[src/design/cpf_pkg.sv]
`timescale 1ns / 1ps
// ----------------------------------------------------------------------------
// cpf_pkg
// Types, codes and the CRC-7 byte fold shared by the command packet framer.
// ----------------------------------------------------------------------------
package cpf_pkg;

    // Item kind codes
    localparam logic [1:0] KIND_COMMAND = 2'd0;
    localparam logic [1:0] KIND_DATA    = 2'd1;
    localparam logic [1:0] KIND_VALUE   = 2'd2;

    // Configuration register indexes
    localparam logic REG_DEVICE_NUMBER   = 1'b0;
    localparam logic REG_CHECKSUM_ENABLE = 1'b1;

    // Reset values of the configuration registers
    localparam logic [7:0] DEVICE_NUMBER_RESET   = 8'd12;
    localparam logic       CHECKSUM_ENABLE_RESET = 1'b0;

    // Packet constants
    localparam logic [7:0] HEADER_BYTE = 8'hAA;
    localparam logic [7:0] CRC_POLY    = 8'h91;

    // Width of the configuration data port (widest register)
    localparam int CFG_DATA_W = 8;

    typedef struct packed {
        logic [1:0]  kind;
        logic [13:0] value;
        logic        last;
    } in_item_t;

    typedef struct packed {
        logic [7:0] out_byte;
        logic       out_last;
    } out_item_t;

    // Fold one byte into the reflected CRC-7, one bit per step, LSB first
    function automatic logic [6:0] crc_fold(input logic [6:0] crc, input logic [7:0] b);
        logic [7:0] c;
        c = {1'b0, crc} ^ b;
        for (int i = 0; i < 8; i++)
        begin
            if (c[0])
            begin
                c = c ^ CRC_POLY;
            end
            c = {1'b0, c[7:1]};
        end
        return c[6:0];
    endfunction

endpackage

[src/design/command_packet_framer_crc7_top.sv]
`timescale 1ns / 1ps
// An accepted item is held in the item register, and its bytes move one by one
// to the output register, one byte per cycle unless out_ready stalls. Bytes:
// command 3, data 1, value 2, plus a CRC byte on a last item if checksum is on.
// Kind 3 items are taken and dropped. The next item is accepted in
// the cycle that the current item's final byte moves to the output register.
// Reset: device number 12, checksum off, running CRC zero, both channels empty.
// ----------------------------------------------------------------------------
// command_packet_framer_crc7_top
// Turns command, data and 14-bit value items into a serial byte stream with
// header, device number and an optional trailing CRC-7 byte per packet.
// ----------------------------------------------------------------------------
module command_packet_framer_crc7_top (
    input  logic                          clk,
    input  logic                          rst_n,
    input  logic                          in_valid,
    output logic                          in_ready,
    input  cpf_pkg::in_item_t             in_data,
    output logic                          out_valid,
    input  logic                          out_ready,
    output cpf_pkg::out_item_t            out_data,
    input  logic                          cfg_we,
    input  logic                          cfg_index,
    input  logic [cpf_pkg::CFG_DATA_W-1:0] cfg_data
);
    import cpf_pkg::*;

    logic [7:0] device_number_reg;
    logic       checksum_enable_reg;

    in_item_t   item_reg;
    logic       item_valid_reg;
    logic [1:0] idx_reg;
    logic [1:0] idx_next;
    logic [6:0] crc_reg;
    logic [6:0] crc_next;
    logic [6:0] crc_in;

    out_item_t  out_reg;
    logic       out_valid_reg;

    logic [2:0] base_count;
    logic [2:0] total_count;
    logic [7:0] cur_byte;
    logic       is_crc_byte;
    logic       is_final;
    logic       advance;
    logic       in_take;

    // Configuration registers
    always_ff @(posedge clk or negedge rst_n)
    begin
        if (!rst_n)
        begin
            device_number_reg   <= DEVICE_NUMBER_RESET;
            checksum_enable_reg <= CHECKSUM_ENABLE_RESET;
        end
        else if (cfg_we)
        begin
            case (cfg_index)
                REG_DEVICE_NUMBER:   device_number_reg   <= cfg_data[7:0];
                REG_CHECKSUM_ENABLE: checksum_enable_reg <= cfg_data[0];
                default:             ;
            endcase
        end
    end

    // Decode byte count of the held item
    always_comb
    begin
        case (item_reg.kind)
            KIND_COMMAND: base_count = 3'd3;
            KIND_DATA:    base_count = 3'd1;
            KIND_VALUE:   base_count = 3'd2;
            default:      base_count = 3'd0;
        endcase
        total_count = base_count + {2'b00, item_reg.last & checksum_enable_reg};
        is_crc_byte = ({1'b0, idx_reg} == base_count);
        is_final    = (({1'b0, idx_reg} + 3'd1) == total_count);
    end

    // Select the current byte and fold it into the CRC
    always_comb
    begin
        cur_byte = item_reg.value[7:0];
        case (item_reg.kind)
            KIND_COMMAND:
            begin
                case (idx_reg)
                    2'd0:    cur_byte = HEADER_BYTE;
                    2'd1:    cur_byte = device_number_reg;
                    default: cur_byte = item_reg.value[7:0];
                endcase
            end
            KIND_VALUE:
            begin
                if (idx_reg == 2'd0)
                begin
                    cur_byte = {1'b0, item_reg.value[6:0]};
                end
                else
                begin
                    cur_byte = {1'b0, item_reg.value[13:7]};
                end
            end
            default: cur_byte = item_reg.value[7:0];
        endcase
        if (is_crc_byte)
        begin
            cur_byte = {1'b0, crc_reg};
        end

        // A command restarts the CRC from zero
        if (item_reg.kind == KIND_COMMAND && idx_reg == 2'd0)
        begin
            crc_in = 7'd0;
        end
        else
        begin
            crc_in = crc_reg;
        end

        if (is_final && item_reg.last)
        begin
            crc_next = 7'd0;
        end
        else
        begin
            crc_next = crc_fold(crc_in, cur_byte);
        end
    end

    // Handshake control
    assign advance  = item_valid_reg && (!out_valid_reg || out_ready);
    assign in_ready = !item_valid_reg || (advance && is_final);
    assign in_take  = in_valid && in_ready && (in_data.kind == KIND_COMMAND ||
                      in_data.kind == KIND_DATA || in_data.kind == KIND_VALUE);
    assign idx_next = (advance && !is_final) ? idx_reg + 2'd1 : 2'd0;

    // Item register, byte index and running CRC; drop unused kinds at the input
    always_ff @(posedge clk or negedge rst_n)
    begin
        if (!rst_n)
        begin
            item_valid_reg <= 1'b0;
            idx_reg        <= 2'd0;
            crc_reg        <= 7'd0;
        end
        else
        begin
            if (advance)
            begin
                crc_reg <= crc_next;
                idx_reg <= idx_next;
            end
            if (in_ready)
            begin
                item_valid_reg <= in_take;
            end
        end
    end

    always_ff @(posedge clk)
    begin
        if (in_take)
        begin
            item_reg <= in_data;
        end
    end

    // Output register
    always_ff @(posedge clk or negedge rst_n)
    begin
        if (!rst_n)
        begin
            out_valid_reg <= 1'b0;
        end
        else if (advance)
        begin
            out_valid_reg <= 1'b1;
        end
        else if (out_ready)
        begin
            out_valid_reg <= 1'b0;
        end
    end

    always_ff @(posedge clk)
    begin
        if (advance)
        begin
            out_reg.out_byte <= cur_byte;
            out_reg.out_last <= is_final && item_reg.last;
        end
    end

    assign out_valid = out_valid_reg;
    assign out_data  = out_reg;

endmodule

[config.mk]
export PLATFORM = sky130hd
export DESIGN_NAME = command_packet_framer_crc7_top
export DESIGN_NICKNAME = d
export VERILOG_FILES = /design/src/design/cpf_pkg.sv /design/src/design/command_packet_framer_crc7_top.sv
export SDC_FILE = /design/constraint.sdc
export NUM_CORES = 1
export LEC_CHECK = 0
export ABC_CLOCK_PERIOD_IN_PS = 3500
export BUFFER_PORTS_ARGS = -buffer_cell sky130_fd_sc_hd__buf_4
export CORE_ASPECT_RATIO = 1.1
export CORE_MARGIN = 3
export CORE_UTILIZATION = 50
export CTS_CLUSTER_DIAMETER = 40
export DETAILED_ROUTE_END_ITERATION = 10
export GPL_ROUTABILITY_DRIVEN = 0
export GPL_TIMING_DRIVEN = 0
export PLACE_DENSITY_LB_ADDON = 0.1
export SLEW_MARGIN = 5
export SYNTH_ARGS = -nofsm -noshare
export SYNTH_HDL_FRONTEND = slang
export SYNTH_SLANG_ARGS = --single-unit
[constraint.sdc]
create_clock -name clk -period 3.5 [get_ports clk]
set_input_delay 0.35 -clock clk [delete_from_list [all_inputs] [get_ports clk]]
set_output_delay 0.35 -clock clk [all_outputs]
set_load 0.02 [all_outputs]
Word-level counts from Yosys, hierarchy flattened
Cells that the tools add are included.
{"block": "classes", "eq_ne": 7, "n_mux": 25, "reduce_logical": 20, "bitwise": 11, "add_sub_neg": 3}
{"cell": "8-bit two-way mux", "count": 16}
{"cell": "8-bit case mux with 2 select lines", "count": 2}
{"cell": "7-bit two-way mux", "count": 3}
{"cell": "2-bit NOT with 3-bit output", "count": 7}
{"cell": "7-bit by 8-bit bitwise XOR with 8-bit output", "count": 1}
{"cell": "1-bit logical AND", "count": 7}
{"cell": "2-bit by 1-bit equality test with 1-bit output, second input constant", "count": 3}
{"cell": "2-bit logical NOT", "count": 3}
{"cell": "2-bit case mux with 3 select lines", "count": 1}
{"cell": "2-bit equality test, second input constant", "count": 2}
{"cell": "1-bit logical OR", "count": 4}
{"cell": "2-bit AND reduction", "count": 2}
{"cell": "2-bit by 1-bit adder with 3-bit output, second input constant", "count": 1}
{"cell": "3-bit by 1-bit adder with 3-bit output", "count": 1}
{"cell": "2-bit by 3-bit equality test with 1-bit output", "count": 1}
{"cell": "3-bit equality test", "count": 1}
{"cell": "1-bit logical NOT", "count": 3}
{"cell": "3-bit NOT", "count": 1}
{"cell": "2-bit by 1-bit adder with 2-bit output, second input constant", "count": 1}
{"cell": "1-bit two-way mux", "count": 2}
{"cell": "2-bit two-way mux", "count": 1}
{"cell": "2-bit nonzero test", "count": 1}
{"cell": "1-bit AND", "count": 1}
{"cell": "1-bit NOT", "count": 1}
{"block": "word_totals", "output_inout_bits": 11, "register_bits": 46, "elab_cells": 77}

Depth between registers and ports, before layout
{"block": "depth", "word_depth": 29, "mapped_depth": 11}

Worst setup path before layout
Ideal clock, no wire load.
{"block": "synth_timing", "kind": "register to register", "start": "register item_reg[16] (netlist bit)", "end": "register item_reg[0] (netlist bit), enable pin", "setup_time_ns": 0.397, "path_stages_with_launch": 10, "slack_ns": 0.446, "t_arrival_ns": 2.657, "synth_period_minus_slack_ns": 3.054, "cell_sequence": "edfxtp_1 -> buf_2 -> clkbuf_1 -> inv_1 -> ha_1 -> ha_1 -> xor2_1 -> nor3_1 -> nand2_1 -> a21oi_1"}
{"block": "synth_via", "elab_chain_cells": 8, "word_cells_on_any_way": 10}
{"element": "from (decl)", "line": "command_packet_framer_crc7_top.sv:31", "text": "in_item_t item_reg;"}
{"element": "from (signal assigned)", "line": "command_packet_framer_crc7_top.sv:167", "text": "item_reg <= in_data;"}
{"element": "2-bit equality test (tied with other cells)", "line": "command_packet_framer_crc7_top.sv:71", "text": "case (item_reg.kind)"}
{"element": "2-bit case mux with 3 select lines *", "line": "command_packet_framer_crc7_top.sv:71"}
{"element": "3-bit by 1-bit adder with 3-bit output *", "line": "command_packet_framer_crc7_top.sv:77", "text": "total_count = base_count + {2'b00, item_reg.last & checksum_enable_reg};"}
{"element": "3-bit equality test *", "line": "command_packet_framer_crc7_top.sv:79", "text": "is_final = (({1'b0, idx_reg} + 3'd1) == total_count);"}
{"element": "1-bit logical AND *", "line": "command_packet_framer_crc7_top.sv:135", "text": "assign in_ready = !item_valid_reg || (advance && is_final);"}
{"element": "1-bit logical OR *", "line": "command_packet_framer_crc7_top.sv:135"}
{"element": "1-bit logical AND * (2 in a row)", "line": "command_packet_framer_crc7_top.sv:136", "text": "assign in_take = in_valid && in_ready && (in_data.kind == KIND_COMMAND ||"}
{"element": "net in_take", "line": "command_packet_framer_crc7_top.sv:48", "text": "logic in_take;"}
Mark *: on every way through the listed nets, which the timed path passes. The rest lies on a longest branch.
A chain may end at the register's enable or synchronous reset.

Final worst setup path
{"block": "layout_timing", "start": "register item_reg[16] (netlist bit)", "end": "output port in_ready"}
{"block": "layout_via", "elab_chain_cells": 6, "word_cells_on_any_way": 8}
{"element": "2-bit equality test (tied with other cells)", "line": "command_packet_framer_crc7_top.sv:71"}
{"element": "2-bit case mux with 3 select lines *", "line": "command_packet_framer_crc7_top.sv:71"}
{"element": "3-bit by 1-bit adder with 3-bit output *", "line": "command_packet_framer_crc7_top.sv:77"}
{"element": "3-bit equality test *", "line": "command_packet_framer_crc7_top.sv:79"}
{"element": "1-bit logical AND *", "line": "command_packet_framer_crc7_top.sv:135"}
{"element": "1-bit logical OR *", "line": "command_packet_framer_crc7_top.sv:135"}
{"element": "to (decl)", "line": "command_packet_framer_crc7_top.sv:17", "text": "output logic in_ready,"}
Mark *: on every way between the ends. The rest lies on a longest branch, timed or not.

==> impl_summary.log <==
INFO  metric outcome = complete, no violations
INFO  metric drt-initial-drc-count = 107
INFO  metric count_of_endpoints_failing_hold_in_the_final_timing_report = 0
INFO  metric io_buffers = 41
INFO  metric rows = 26
INFO  metric drc_errors = 0
INFO  metric nNetsFinal = 314
INFO  metric hold_path_class = in2reg
INFO  metric kind_of_cell_adding_the_most_delay_to_the_critical_path = buffers and inverters
INFO  metric grt_max_degree = 21
INFO  metric syn_nets = 265
INFO  metric critical_path.n_buffers_inverters = 4
INFO  metric flip_flop_count_of_the_largest_register_after_layout = 17
INFO  metric start_util = 53.38%
INFO  metric netlist-cell-type-count = 42
INFO  metric drt_pre_antenna_iters = 4
INFO  metric clk_transition_reported_paths = 0.09 ns
INFO  metric first_global_vias = 1908
INFO  metric number_of_enable_flip_flop_cells_after_synthesis = 26
INFO  metric postSynth.asyncResetShare = 43.48%
INFO  metric routed_wire_length_per_instance = 16.22 um
INFO  metric final.period_utilization = 88.40%
INFO  metric netlist.top_cell.by_area = edfxtp_1
INFO  metric timing.fmax = 323.2 MHz
INFO  metric cellInternalPower = 1696 uW
INFO  metric ctsHtreeMaxLevel = 2
INFO  metric cp-start-kind = flop
INFO  metric ratio_of_routed_vias_to_standard_cells = 5.787
INFO  metric final.setup_skew = 0.006440 ns
INFO  metric synth-seq-cells = 46
INFO  metric core_area = 4815 um2
INFO  metric cts_num_sinks = 46
INFO  metric p_leak = 0.001244 uW
INFO  metric finalCriticalPeriod = 3.094 ns
INFO  metric share_clk_of_total_power = 14.0%
INFO  metric criticalPathCategory = reg2out
INFO  metric number_of_antenna_repair_diodes = 0
INFO  metric area_growth = 19.81%
INFO  metric netlist_area = 2570 um2
INFO  metric vias_after_detailed_routing = 1933
INFO  metric ctsRootBufferMaster = clkbuf_8
INFO  metric pwr_density_cell = 926.0 nW/um2
INFO  metric pwr-share-comb = 53.8%
INFO  metric placedInstanceArea = 2952 um2
INFO  metric estimated_wirelength_of_the_detail_placed_design = 4.122 mm
INFO  metric total_gr_overflow = 0
INFO  metric synth_ff_type = edfxtp_1
INFO  metric yosys.area.top_type_share = 30.38%
INFO  metric worst_case_setup_margin_in_the_final_layout = 0.4061 ns
INFO  metric drt.antenna.violating_nets = 0
INFO  metric most_common_library_cell_in_the_layout_ignoring_fill_and_taps = buf_4
INFO  metric tritoncts = done
INFO  metric chipHeight = 81.19 um
INFO  metric syn_area_per_cell = 11.27 um2
INFO  metric placement.setup.worst_slack = 0.2802 ns
INFO  metric cp.arrival = 2.74 ns
INFO  metric slew_at_the_pin_with_the_worst_max_slew_slack = 0.5559 ns
INFO  metric grt_first_pass_wirelength = 9.197 mm
INFO  metric number_of_antenna_violations_at_the_first_check_in_global_routing = 0
INFO  metric floorplan.die.width = 74.36 um
INFO  metric clock_latency = 0.31 ns
INFO  metric slowest_delay = 0.38 ns
INFO  metric setup_viol = 0
INFO  metric final-max-slew-violation-count = 0
INFO  metric power.net_switching = 1155 uW
INFO  metric synth-warning-count = 0
INFO  metric vdd_ir_drop_max = 0.3670 mV
INFO  metric die-area = 6037 um2
INFO  metric switching_share = 40.52%
INFO  metric post_route_cells_drive_above_1_share = 27.34%
INFO  metric finish.instance_area = 3079 um2
INFO  metric critical_path.max_fanout = 10
INFO  metric data_required_time_of_the_worst_path = 3.15 ns
INFO  metric sequential_element_share_of_the_synthesized_area = 49.95%
INFO  metric max-slew-margin-rel = 62.86%
INFO  metric drt_wl_total = 5.417 mm
INFO  metric top_level_ports = 42
INFO  metric rsz_0062_raised_after_global_routing = no
INFO  metric cts_buffer_depth = 2
INFO  metric synthTopCellsByArea = edfxtp_1 (30%), dfrtp_1 (18%), mux2_2 (5.7%)
INFO  metric power_frac_seq = 32.2%
INFO  metric critPathSlowestCell = clkbuf_1
INFO  metric track_usage = 20.01%
INFO  metric cts-buffers-inserted = 5
INFO  metric setup.worst_path.end_class = output port
INFO  metric layout_common_cells = buf_4 (41), edfxtp_1 (26), dfrtp_1 (18)
INFO  metric max-cap-violations = 0
INFO  metric timing.critical_path.cells = buf_2 -> clkbuf_1 -> inv_1 -> ha_1 -> ha_1 -> xor2_1 -> nor3_1 -> nand2_1 -> nand2_1 -> buf_4
INFO  metric synth_cells = 228
-- worst paths after layout --
check	from	end	slack, ns	depth (start not counted)
max	item_reg[16]	in_ready	0.41	10
min	in_data[10]	item_reg[10]	0.21	1
max reg2reg	item_reg[16]	item_reg[4]	0.46	9
min reg2reg	device_number_reg[1]	device_number_reg[1]	0.52	1
max in group asynchronous	rst_n	device_number_reg[3]	2.77	2
min in group asynchronous	rst_n	crc_reg[2]	0.45	2
-- routing by layer --
| layer | vias up | track usage, % | part of all wire, % |
|---|---|---|---|
| li1 | 962 | - | - |
| met1 | 911 | 26.70 | 47 |
| met2 | 52 | 32.27 | 46 |
| met3 | 8 | 4.332 | 5.0 |
| met4 | 0 | 6.584 | 1.6 |
| met5 | - | 0 | 0 |
-- power groups by stage --
stage	sequential, uW	combinational (uW)	clock, uW
after floorplan	964	1100	0
after global placement	917	1500	0
after detailed placement	925	1530	0
after CTS	915	1530	405
after global routing	939	1720	429
final	917	1530	400
-- cells in the mapped netlist (all sizes together), types with 4 or more instances --
library cell  count
a21o              5
a21oi            11
a221o             7
a22o              7
and2             11
buf               9
clkbuf            8
dfrtp            18
edfxtp           26
ha                6
inv               5
mux2             13
nand2            11
nor2             17
nor3b            11
o21ai             5
o311ai           10
o31ai             4
xnor2             9
xor2              5
-- repair_timing --
item / 4_1_cts / 5_1_grt
setup endpoints to repair: 0 / 17
endpoints found under the hold margin: 18 / 0
gates resized for setup: 0 / 1
setup buffers: 0 / 0
hold buffers: 1 / 0
-- area by class of cell --
type / instances / area [um2]
Multi-Input combinational cell: 160 / 1191
Inverter: 5 / 18.77
Timing Repair Buffer: 42 / 317.8
Buffer: 17 / 87.58
Clock inverter: 2 / 37.54
Sequential cell: 46 / 1284
Tap cell: 56 / 70.07
Clock buffer: 6 / 72.57
Fill cell: 415 / 1735
-- metrics by stage --
step	TNS (ns)	utilization, %	cells	total power [uW]	hold slack, ns
floorplan	0	-	228	2060	0.05441
global placement	-3.035	61.23	325	2416	0.2450
detailed placement	0	61.30	325	2452	0.2475
CTS	0	63.80	334	2852	0.2112
global route	0	63.96	334	3088	0.1998
finish	0	63.96	334	2851	0.2103
-- logic make-up after synthesis --
kind of cell	Yosys count	share of synthesized area [%]
compound gates	64	18.94
xor+xnor	14	4.771
fa+ha+maj	6	2.921
buf+inv	22	4.138
flops	46	49.95
mux	13	5.696
simple gates	63	13.58
Note: power is estimated with default switching activity, not from simulation.
